==> config.mk <==
export PLATFORM = sky130hd
export DESIGN_NAME = mmf_ctrl
export DESIGN_NICKNAME = d
export VERILOG_FILES = /design/src/sv/mmf_pkg.sv /design/src/sv/mmf_ctrl.sv
export SDC_FILE = /design/constraint.sdc
export NUM_CORES = 1
export LEC_CHECK = 0
export BUFFER_PORTS_ARGS = -buffer_cell sky130_fd_sc_hd__buf_2
export CORE_AREA = 10 10 47 49
export DETAILED_ROUTE_END_ITERATION = 10
export DIE_AREA = 0 0 57 59
export GPL_TIMING_DRIVEN = 0
export HOLD_SLACK_MARGIN = 0.12
export PLACE_DENSITY = 0.35
export SYNTH_ARGS = -nofsm -noshare
export SYNTH_HDL_FRONTEND = slang
export SYNTH_SLANG_ARGS = --single-unit
==> constraint.sdc <==
create_clock -name clk -period 1.35 [get_ports clk]
set_input_delay 0.27 -clock clk [delete_from_list [all_inputs] [get_ports clk]]
set_output_delay 0.27 -clock clk [all_outputs]
set_load 0.02 [all_outputs]
==> src/sv/mmf_pkg.sv <==
`timescale 1ns / 1ps

package mmf_pkg;

  // Request codes carried on the func field.
  localparam logic [2:0] FN_WRITE = 3'd0;
  localparam logic [2:0] FN_READ  = 3'd1;
  localparam logic [2:0] FN_FREE  = 3'd2;
  localparam logic [2:0] FN_VALID = 3'd3;
  localparam logic [2:0] FN_RESET = 3'd4;

  // Result status codes.
  localparam logic [2:0] ST_OK          = 3'd0;
  localparam logic [2:0] ST_NOT_CREATED = 3'd1;
  localparam logic [2:0] ST_BAD_CHANNEL = 3'd2;
  localparam logic [2:0] ST_CORRUPT     = 3'd3;
  localparam logic [2:0] ST_NO_ROOM     = 3'd4;

  // Configuration register indexes.
  localparam logic [2:0] CFG_CREATED = 3'd0;
  localparam logic [2:0] CFG_CHCOUNT = 3'd1;
  localparam logic [2:0] CFG_DEPTH0  = 3'd2;
  localparam logic [2:0] CFG_DEPTH3  = 3'd5;

  localparam int DEPTH_REGS = 4;
  localparam int DEPTH_W    = 9;
  localparam int COUNT_W    = 8;

  typedef enum logic [1:0] {
    S_IDLE = 2'b01,
    S_READ = 2'b10
  } mmf_state_t;

  typedef struct packed {
    logic accept;
    logic rd_issue;
  } mmf_cmd_t;

  typedef struct packed {
    logic out_free;
    logic is_burst;
    logic rd_left;
    logic q_valid;
    logic q_move;
  } mmf_sts_t;

endpackage

==> src/sv/mmf_ctrl.sv <==
`timescale 1ns / 1ps

module mmf_ctrl (
  input  logic            clk,
  input  logic            rst,
  input  logic            req_valid,
  output logic            req_stall,
  input  mmf_pkg::mmf_sts_t sts,
  output mmf_pkg::mmf_cmd_t cmd
);
  import mmf_pkg::*;

  mmf_state_t state;
  mmf_state_t state_next;

  always_comb begin
    state_next   = state;
    req_stall    = 1'b1;
    cmd.accept   = 1'b0;
    cmd.rd_issue = 1'b0;
    case (state)
      S_IDLE: begin
        req_stall  = !sts.out_free;
        cmd.accept = req_valid && sts.out_free;
        if (cmd.accept && sts.is_burst) begin
          state_next = S_READ;
        end
      end
      S_READ: begin
        cmd.rd_issue = sts.rd_left && (!sts.q_valid || sts.q_move);
        if (!sts.rd_left && !sts.q_valid) begin
          state_next = S_IDLE;
        end
      end
      default: begin
        state_next = S_IDLE;
      end
    endcase
  end

  always_ff @(posedge clk) begin
    if (rst) begin
      state <= S_IDLE;
    end else begin
      state <= state_next;
    end
  end

endmodule

==> After elaboration in Yosys (flattened, before gate mapping) <==
Index checks and enable logic that the tools add are counted.
{ "classes": {"eq_ne": 4, "n_mux": 6, "reduce_logical": 9} }
{ "ops": {"columns": ["cell", "n"], "rows": [
  ["1-bit logical AND", 4],
  ["2-bit 2-to-1 mux", 2],
  ["2-bit != test (second input constant)", 2],
  ["2-bit one-hot mux with 2 select lines", 1],
  ["1-bit zero test", 3],
  ["1-bit 2-to-1 mux", 3],
  ["2-bit by 1-bit equality test with 1-bit output (second input constant)", 1],
  ["2-bit equality test (second input constant)", 1],
  ["2-bit AND reduction", 1],
  ["1-bit logical OR", 1]
]} }
{ "totals": {"reg_bits": 2, "input_bits": 8, "output_inout_bits": 3} }

==> Longest topological paths before layout <==
Gate-level depths: netlist of the first run.
{ "logic_depth": {"word_depth": 4, "ltp_mapped": 2} }

==> Worst setup path after synthesis of the first run <==
No wires, ideal clock.
{ "synth_timing": {"path_kind": "register -> output", "startpoint": "reg state[0]", "endpoint": "out cmd[0] (netlist bit)", "arrival_time_ps": 961, "slack_ps": 119, "stages_incl_launch_ff": 3, "path_cell_list": "dfxtp_1 -> nand2b_4 -> nor3b_1"} }
{ "synth_rtl": {"columns": ["element", "line_no", "rtl"], "rows": [
  ["start, declared", "mmf_ctrl.sv:13", "mmf_state_t state;"],
  ["start signal, assigned", "mmf_ctrl.sv:45", "state <= state_next;"],
  ["end, declared", "mmf_ctrl.sv:9", "output mmf_pkg::mmf_cmd_t cmd"]
]} }

==> impl_metrics.py, run 1 <==
metrics = {
    "hold_path": {
        "holdCritPathClass": "in2reg",
        "min_path_cells": 2,
        "hold_end": "state[1]",
        "hold_path_startpoint": "rst",
    },
    "detailed_routing": {
        "route.detailed.drc": 0,
        "drtIter0Drc": 0,
        "drt-wirelength-per-cell_um": 12.3,
        "vias": 150,
        "drt_first_pass_iters": 1,
        "drt-total-wl_um": 518,
        "via_per_inst": 3.57,
        "ant_nets": 0,
    },
    "timing": {
        "hold_viol_final": 0,
        "fmax_ghz": 0.781,
        "period_needed_ps": 1280,
        "worst-slew-pin-transition_ps": 236,
        "final_min_period_over_clock_period_pct": 94.8,
        "timing.final.max_slew_violations": 0,
        "rsz0062_at_grt": "false",
        "clock-skew-final_ps": 1.97,
        "relSlewSlack_pct": 84.2,
        "timing.setup.tns_ps": 0,
        "setup-violations-final": 0,
    },
    "critical_path": {
        "worst-endpoint-arrival_ps": 1010,
        "startpoint": "state[0]",
        "rr_startpoint": "state[1]",
        "startpoint_type": "flip-flop",
        "critPathKind": "reg2out",
        "critical_path_peak_fanout": 3,
        "worst_r2r_path_depth": 3,
        "critPathCaptureType": "output pin",
        "reg2reg_to": "state[0]",
        "critPathRequiredTime_ps": 1080,
        "reg2reg_setup_slack_ps": 420,
    },
    "placement": {
        "gp_congestion": 0.711,
        "place.detailed.instances": 38,
        "placement.io_buffers": 10,
        "dp.final_hpwl_um": 386,
    },
    "synth": {
        "fraction_of_the_yosys_area_taken_by_sequential_cells_pct": 34.4,
        "synthCells": 12,
        "yosysWarningCount": 0,
        "arithmetic_cell_share_of_the_synthesized_area_counting_full_adders_half_adders_and_majority_gates_pct": 0,
        "post_synth.cell_area_avg_um2": 9.70,
        "synthMuxAreaShare_pct": 0,
        "yosys.cell_types.count": 11,
        "synthesized_area_fraction_occupied_by_and_or_nand_nor_cells_pct": 46.2,
        "synth-compound-area-share_pct": 16.1,
        "mappedNetlistArea_um2": 116,
        "synth-xor-area-share_pct": 0,
        "dominant_combinational_cell_family_by_area_after_synthesis": "simple AND/OR/NAND/NOR gates",
        "postSynthNetCount": 20,
        "ys_ff_latch": 2,
    },
    "clock_tree": {
        "root_buf_cell": "clkbuf_4",
        "numClockSinks": 2,
        "clk_path_buf_depth": 2,
        "clock_latency_ps": 220,
        "cts_htree_levels": 1,
        "cts-buffers-inserted": 3,
        "cts.clk_slew.worst_paths_ps": 30,
        "tritoncts": "done",
    },
    "floorplan": {
        "io-pin-count": 11,
        "placement_rows": 14,
        "die_area_um2": 3360,
        "initial_cell_density_of_the_core_pct": 8.30,
        "die_height_um": 59,
        "core_area_um2": 1400,
        "die_w_um": 57,
    },
    "global_route": {
        "grt_first_pass_wirelength_um": 655,
        "first_global_vias": 155,
        "antenna_violations_before_repair": 0,
        "grt_overflow": 0,
        "gr-usage-all-layers_pct": 3.02,
        "pin_count_of_the_biggest_net_entering_global_routing": 4,
    },
    "final_layout": {
        "antennaDiodeCount": 0,
        "layout_common_cells": "9 x buf_2, 3 x clkbuf_4, 2 x buf_4, 2 x dfxtp_1",
        "final_cells": 42,
        "top_register": "state",
        "final_layout_size_suffix_gt1_share_pct": 61.5,
        "fillers": 174,
        "layout_commonest_cell": "buf_2",
        "multi_input_area_um2": 77.6,
        "register_area_um2": 40.0,
        "num-nets-final": 36,
        "syn_to_final_growth_pct": 92.5,
        "largest_reg_flops": 2,
        "reg.largest.list": "state: 2 flops",
    },
    "pwr": {
        "vdd.ir_drop.worst_uv": 152,
        "leakagePower_nw": 0.110,
        "power.density_cell_area_nw_per_um2": 1030,
    },
    "status": {
        "run_status": "finished clean",
    },
    "job": {
        "max-cap-violations": 0,
    },
}
==> area by class of cell <==
| class | instances | share of cell area (%) |
|---|---|---|
| repair buffers | 11 | 26.8 |
| flip-flops and latches | 2 | 17.9 |
| inverters | 1 | 1.68 |
| multi-input cells | 9 | 34.6 |
| well taps | 16 | 8.94 |
| clock buffers | 3 | 10.1 |
==> worst max-delay path, stage by stage (launching register included) <==
cell and delay, ps:
dfxtp_1 310, nand2b_4 150, nor3b_2 160, buf_4 160
==> routing by layer <==
layer | up-vias | part of all wire (%) | GRT usage [%]
met3 | 0 | 18 | 3.86
li1 | 74 | - | -
met5 | - | 0 | 0
met4 | 0 | 0 | 4.03
met1 | 63 | 49 | 3.66
met2 | 13 | 33 | 1.40
==> through the flow <==
| stage | worst slack [ps] | util (%) | area (um2) | hold slack [ps] | power [mW] |
|---|---|---|---|---|---|
| 2_1_floorplan | 119 | - | 116 | 389 | 0.0787 |
| 5_1_grt | 10.8 | 16.0 | 224 | 324 | 0.250 |
| 3_3_place_gp | 182 | 13.3 | 186 | 506 | 0.0953 |
| 6_report | 70.0 | 16.0 | 224 | 310 | 0.231 |
| 4_1_cts | 8.47 | 14.9 | 209 | 284 | 0.237 |
| 3_5_place_dp | 201 | 13.3 | 186 | 521 | 0.0962 |
==> worst max-delay path by stage <==
stage	to	slack [ps]	depth (start not counted)
2_1_floorplan	cmd[0]	120	2
3_3_place_gp	cmd[0]	180	4
3_5_place_dp	cmd[0]	200	4
4_1_cts	cmd[0]	8	3
5_1_grt	cmd[0]	10	3
6_report	cmd[0]	70	3
==> cells in the mapped netlist <==
library cell  count  share of area, %
nand4b_1          1               7.5
inv_1             1               3.2
dfxtp_1           2                34
nand2b_1          1               5.4
nor2b_1           1               5.4
o32ai_1           1               7.5
o32a_1            1               8.6
nand3b_1          1               6.5
nor2_1            1               3.2
nor3b_1           1               6.5
nand2b_4          1                12
==> power breakdown <==
| part | internal [mW] | switching (mW) | total, mW |
|---|---|---|---|
| combinational | 0.0183 | 0.0179 | 0.0362 |
| sequential | 0.0613 | 0.00154 | 0.0629 |
| clock | 0.0981 | 0.0341 | 0.132 |
| total | 0.178 | 0.0535 | 0.231 |
==> cell families (layout without fill, tap and decap cells) <==
kind of cell,count (synthesis),in the layout
compound gates,2,2
simple gates,7,7
buf+inv,1,15
flops,2,2
==> repair_timing <==
item,in CTS,in global routing
endpoints found under the hold margin,0,0
buffers inserted,0,1
endpoints found under the setup margin,0,2
gates resized for setup,0,2
hold buffers,0,0
Note: power is estimated with default switching activity, not from simulation.
==> run 2, diff against run 1 <==
--- a/config.mk
+++ b/config.mk
@@ -5,6 +5,7 @@
 export SDC_FILE = /design/constraint.sdc
 export NUM_CORES = 1
 export LEC_CHECK = 0
+export ABC_AREA = 1
 export BUFFER_PORTS_ARGS = -buffer_cell sky130_fd_sc_hd__buf_2
 export CORE_AREA = 10 10 47 49
 export DETAILED_ROUTE_END_ITERATION = 10
==> impl_metrics.py, run 2 <==
metrics = {
    "synth": {
        "dominant_combinational_cell_family_by_area_after_synthesis": "simple AND/OR/NAND/NOR gates",
        "synthMuxAreaShare_pct": 0,
        "synth-compound-area-share_pct": 10.5,
        "mappedNetlistArea_um2": 119,
        "postSynth.asyncResetShare_pct": 0,
        "post-synth-top-area-fraction_pct": 33.7,
        "ys_ff_latch": 2,
        "synth-edff-count": 0,
        "post-synth-top-count-cell": "nor2_1",
        "yosys.cell_types.count": 9,
        "synth-xor-area-share_pct": 0,
        "arithmetic_cell_share_of_the_synthesized_area_counting_full_adders_half_adders_and_majority_gates_pct": 0,
        "most_frequent_cells_after_synthesis": "6 x nor2_1, 3 x inv_1, 3 x nand2_1",
        "yosysWarningCount": 0,
        "synth_top_area_cell": "dfxtp_1",
        "dominantRegCellSynth": "dfxtp_1",
        "synthesized_area_fraction_occupied_by_and_or_nand_nor_cells_pct": 46.3,
        "synth_area_leaders": "dfxtp_1 34%, nor2_1 19%, inv_1 9.5%",
        "post_synth.cell_area_avg_um2": 6.26,
        "postSynthNetCount": 27,
        "synthCells": 19,
        "fraction_of_the_yosys_area_taken_by_sequential_cells_pct": 33.7,
    },
    "critical_path": {
        "critPathCaptureType": "output pin",
        "critPathRequiredTime_ps": 1080,
        "worst_path_largest_cell_delay_ps": 300,
        "critPathKind": "reg2out",
        "worst_r2r_path_depth": 5,
        "worstPathCellList": "inv_1 > nand2_1 > nor2_1 > buf_2",
        "critical_path_peak_fanout": 2,
        "critPathSlowestCell": "dfxtp_1",
        "startpoint_type": "flip-flop",
        "worst-endpoint-arrival_ps": 900,
    },
    "pwr": {
        "power.density_cell_area_nw_per_um2": 1060,
        "sw_frac_of_total_pct": 22.5,
        "fin_total_pwr_mw": 0.225,
        "share_of_total_power_in_the_clock_network_pct": 57.8,
        "vdd.ir_drop.worst_uv": 319,
        "p_switching_mw": 0.0505,
        "sequentialPowerShare_pct": 27.7,
        "leakagePower_nw": 0.124,
        "power_report.internal_total_mw": 0.174,
        "power.combinational.fraction_pct": 14.5,
    },
    "final_layout": {
        "antennaDiodeCount": 0,
        "top_register": "state",
        "finish.instance_area_um2": 211,
        "layout_common_cells": "10 x buf_2, 6 x nor2_1, 3 x nand2_1, 3 x inv_1, 3 x clkbuf_4",
        "final_core_util_pct": 15.1,
        "reg.largest.list": "state: 2 flops",
        "num-nets-final": 42,
        "largest_reg_flops": 2,
        "syn_to_final_growth_pct": 77.9,
        "layout_commonest_cell": "buf_2",
        "final_cells": 48,
        "final_layout_size_suffix_gt1_share_pct": 46.9,
    },
    "timing": {
        "timing.setup.tns_ps": 0,
        "setup-violations-final": 0,
        "clock-skew-final_ps": 0.357,
        "worst-slew-pin-transition_ps": 139,
        "timing.final.max_slew_violations": 0,
        "rsz0062_at_grt": "false",
        "period_needed_ps": 1170,
        "final_min_period_over_clock_period_pct": 86.5,
        "fmax_ghz": 0.856,
        "final.hold.worst_slack_ps": 217,
        "relSlewSlack_pct": 90.6,
        "hold_viol_final": 0,
        "postLayoutSetupSlackWorst_ps": 182,
    },
    "clock_tree": {
        "cts_htree_levels": 1,
        "cts-buffers-inserted": 3,
        "post_cts_buffers": 0,
        "cts-resized-gates": 0,
        "tritoncts": "done",
        "root_buf_cell": "clkbuf_4",
        "cts.hold.buffers_added": 0,
        "clock_latency_ps": 220,
        "clk_path_buf_depth": 2,
        "numClockSinks": 2,
        "cts.clk_slew.worst_paths_ps": 30,
    },
    "floorplan": {
        "die_w_um": 57,
        "placement_rows": 14,
        "initial_cell_density_of_the_core_pct": 8.48,
        "die_area_um2": 3360,
        "core_area_um2": 1400,
        "io-pin-count": 11,
        "die_height_um": 59,
    },
    "placement": {
        "placement.io_buffers": 10,
        "post_place_cell_area_um2": 189,
        "gp_congestion": 0.598,
        "pre_cts_slack_ps": 341,
        "place.detailed.instances": 45,
    },
    "hold_path": {
        "min_path_cells": 2,
        "holdCritPathClass": "in2reg",
    },
    "global_route": {
        "pin_count_of_the_biggest_net_entering_global_routing": 4,
        "first_global_vias": 179,
        "grt_overflow": 0,
        "antenna_violations_before_repair": 0,
        "gr-usage-all-layers_pct": 2.55,
        "grt_first_pass_wirelength_um": 614,
    },
    "detailed_routing": {
        "drtIter0Drc": 1,
        "vias": 163,
        "drt-total-wl_um": 394,
        "via_per_inst": 3.40,
        "drt_first_pass_iters": 2,
        "drt-wirelength-per-cell_um": 8.21,
        "ant_nets": 0,
        "route.detailed.drc": 0,
    },
    "job": {
        "max-cap-violations": 0,
    },
    "status": {
        "run_status": "finished clean",
    },
}
## run 2: cell count changes in the layout (fill, tap and decap cells not counted), sizes merged, moves of 2 or more
| cell | delta |
|---|---|
| nor2 | +6 |
| nand2 | +3 |
| inv | +2 |
| nand2b | -2 |
| nand3 | +2 |
## run 2: area by class of cell
class | count | area (um2)
inverters | 3 | 11.3
flip-flops and latches | 2 | 40.0
repair buffers | 10 | 50.0
clock buffers | 3 | 22.5
well taps | 16 | 20.0
fillers | 191 | 1190
multi-input cells | 14 | 67.6
## run 2: critical path: cells and delay by family, from the launching register on
kind	cells	cell delay, ps
buffers and inverters	2	230
flip-flops	1	300
AND/OR/NAND/NOR	2	150
## run 2: final timing paths
| path | from | endpoint | slack (ps) |
|---|---|---|---|
| setup / recovery | state[1] | cmd[1] | 180 |
| hold / removal | rst | state[1] | 220 |
| setup reg to reg | state[0] | state[1] | 600 |
| hold reg to reg | state[1] | state[0] | 590 |
## run 2: kinds of logic after synthesis
group	after synthesis
AOI/OAI and AO/OA	2
buffers and inverters	3
DFF	2
and+or+nand+nor	12
## run 2: power groups by stage
stage | Clock [mW] | Sequential (mW) | Combinational (mW)
6_report | 0.130 | 0.0623 | 0.0325
5_1_grt | 0.140 | 0.0624 | 0.0366
3_3_place_gp | 0 | 0.0631 | 0.0333
2_1_floorplan | 0 | 0.0628 | 0.0155
4_1_cts | 0.141 | 0.0623 | 0.0338
3_5_place_dp | 0 | 0.0631 | 0.0337
## run 2: metal layers
| layer | vias up | track usage, % | part of all wire [%] | wire [um] |
|---|---|---|---|---|
| met1 | 75 | 1.54 | 29 | 116 |
| li1 | 85 | - | - | - |
| met3 | 0 | 1.50 | 7.9 | 31 |
| met4 | 0 | 4.03 | 0 | 0 |
| met2 | 3 | 4.19 | 62 | 246 |
| met5 | - | 0 | 0 | 0 |
==> run 3, diff against run 2 <==
--- a/config.mk
+++ b/config.mk
@@ -12,7 +12,7 @@
 export DIE_AREA = 0 0 57 59
 export GPL_TIMING_DRIVEN = 0
 export HOLD_SLACK_MARGIN = 0.12
-export PLACE_DENSITY = 0.35
+export PLACE_DENSITY = 0.4
 export SYNTH_ARGS = -nofsm -noshare
 export SYNTH_HDL_FRONTEND = slang
 export SYNTH_SLANG_ARGS = --single-unit
==> impl_metrics.py, run 3 (synthesis gave the netlist of run 2 again) <==
metrics = {
    "global_route": {
        "grt_first_pass_wirelength_um": 614,
        "antenna_violations_before_repair": 0,
        "pin_count_of_the_biggest_net_entering_global_routing": 4,
        "gr-usage-all-layers_pct": 2.67,
        "first_global_vias": 186,
        "grt_overflow": 0,
    },
    "placement": {
        "gp_congestion": 0.564,
        "placement.io_buffers": 10,
    },
    "pwr": {
        "fin_total_pwr_mw": 0.227,
        "power.density_cell_area_nw_per_um2": 1070,
        "vdd.ir_drop.worst_uv": 201,
        "p_switching_mw": 0.0527,
        "power_report.internal_total_mw": 0.174,
        "sw_frac_of_total_pct": 23.2,
        "share_of_total_power_in_the_clock_network_pct": 58.3,
        "power.combinational.fraction_pct": 14.3,
        "sequentialPowerShare_pct": 27.4,
        "leakagePower_nw": 0.124,
    },
    "timing": {
        "period_needed_ps": 1170,
        "timing.setup.tns_ps": 0,
        "worst-slew-pin-transition_ps": 157,
        "setup-violations-final": 0,
        "fmax_ghz": 0.856,
        "timing.final.max_slew_violations": 0,
        "clock-skew-final_ps": 1.43,
        "final_min_period_over_clock_period_pct": 86.6,
        "relSlewSlack_pct": 89.5,
        "rsz0062_at_grt": "false",
        "hold_viol_final": 0,
    },
    "final_layout": {
        "layout_common_cells": "10 x buf_2, 6 x nor2_1, 3 x nand2_1, 3 x inv_1, 3 x clkbuf_4",
        "layout_commonest_cell": "buf_2",
        "fillers": 180,
        "reg.largest.list": "state: 2 flops",
        "largest_reg_flops": 2,
        "final_layout_size_suffix_gt1_share_pct": 46.9,
        "antennaDiodeCount": 0,
        "top_register": "state",
        "num-nets-final": 42,
        "syn_to_final_growth_pct": 77.9,
    },
    "critical_path": {
        "critPathRequiredTime_ps": 1080,
        "critPathKind": "reg2out",
        "startpoint_type": "flip-flop",
        "critPathCaptureType": "output pin",
        "worst-endpoint-arrival_ps": 900,
        "critical_path_peak_fanout": 3,
    },
    "floorplan": {
        "placement_rows": 14,
        "die_w_um": 57,
        "die_area_um2": 3360,
        "die_height_um": 59,
        "core_area_um2": 1400,
        "initial_cell_density_of_the_core_pct": 8.48,
        "io-pin-count": 11,
    },
    "detailed_routing": {
        "drt-total-wl_um": 404,
        "via_per_inst": 3.38,
        "drtIter0Drc": 1,
        "ant_nets": 0,
        "drt-wirelength-per-cell_um": 8.42,
        "vias": 162,
        "drt_first_pass_iters": 2,
        "route.detailed.drc": 0,
    },
    "clock_tree": {
        "cts.clk_slew.worst_paths_ps": 30,
        "cts.hold.buffers_added": 0,
        "clock_latency_ps": 220,
        "cts-buffers-inserted": 3,
        "clk_path_buf_depth": 2,
        "numClockSinks": 2,
        "tritoncts": "done",
        "cts-resized-gates": 0,
        "root_buf_cell": "clkbuf_4",
        "post_cts_buffers": 0,
        "cts_htree_levels": 1,
    },
    "job": {
        "max-cap-violations": 0,
    },
    "status": {
        "run_status": "finished clean",
    },
    "hold_path": {
        "holdCritPathClass": "in2reg",
    },
}
==> run 3: path summary, 6_finish.rpt <==
kind / startpoint / depth (start not counted) / slack (ps) / endpoint
worst max-delay path: state[0] / 4 / 180 / cmd[0]
worst min-delay path: rst / 2 / 210 / state[1]
worst max register to register: state[0] / 4 / 590 / state[0]
worst min register to register: state[0] / 3 / 580 / state[0]
==> run 3: area by class of cell <==
cell class / count / area [um2] / area share [%]
inverters: 3 / 11.3 / 5.33
flip-flops and latches: 2 / 40.0 / 18.9
repair buffers: 10 / 50.0 / 23.7
clock buffers: 3 / 22.5 / 10.7
multi-input cells: 14 / 67.6 / 32.0
well taps: 16 / 20.0 / 9.47
==> run 3: power by group through the flow <==
| stage | clock network (mW) | logic [mW] | registers (mW) |
|---|---|---|---|
| floorplan | 0 | 0.0155 | 0.0628 |
| global route | 0.146 | 0.0361 | 0.0624 |
| CTS | 0.142 | 0.0335 | 0.0622 |
| detailed placement | 0 | 0.0334 | 0.0630 |
| global placement | 0 | 0.0330 | 0.0630 |
| finish | 0.132 | 0.0325 | 0.0622 |
==> run 3: layer usage <==
metal	track usage [%]	vias up	routed length, um
li1	-	85	-
met1	1.06	74	105
met2	4.34	3	262
met3	2.79	0	35
met4	4.03	0	0
met5	0	-	0
==> run 3: through the flow <==
step / instances / utilization [%] / instance area, um2 / hold slack [ps] / setup WS (ps)
3_5_place_dp: 45 / 13.5 / 189 / 445 / 350
2_1_floorplan: 19 / - / 119 / 342 / 381
3_3_place_gp: 45 / 13.5 / 189 / 444 / 357
4_1_cts: 48 / 15.1 / 211 / 206 / 155
5_1_grt: 48 / 15.1 / 211 / 214 / 106
6_report: 48 / 15.1 / 211 / 213 / 182
==> run 3: critical path, cell delays in order, from the launching register on <==
cell and delay (ps):
dfxtp_1 310, inv_1 50, nand2_1 60, nor2_1 90, buf_2 170
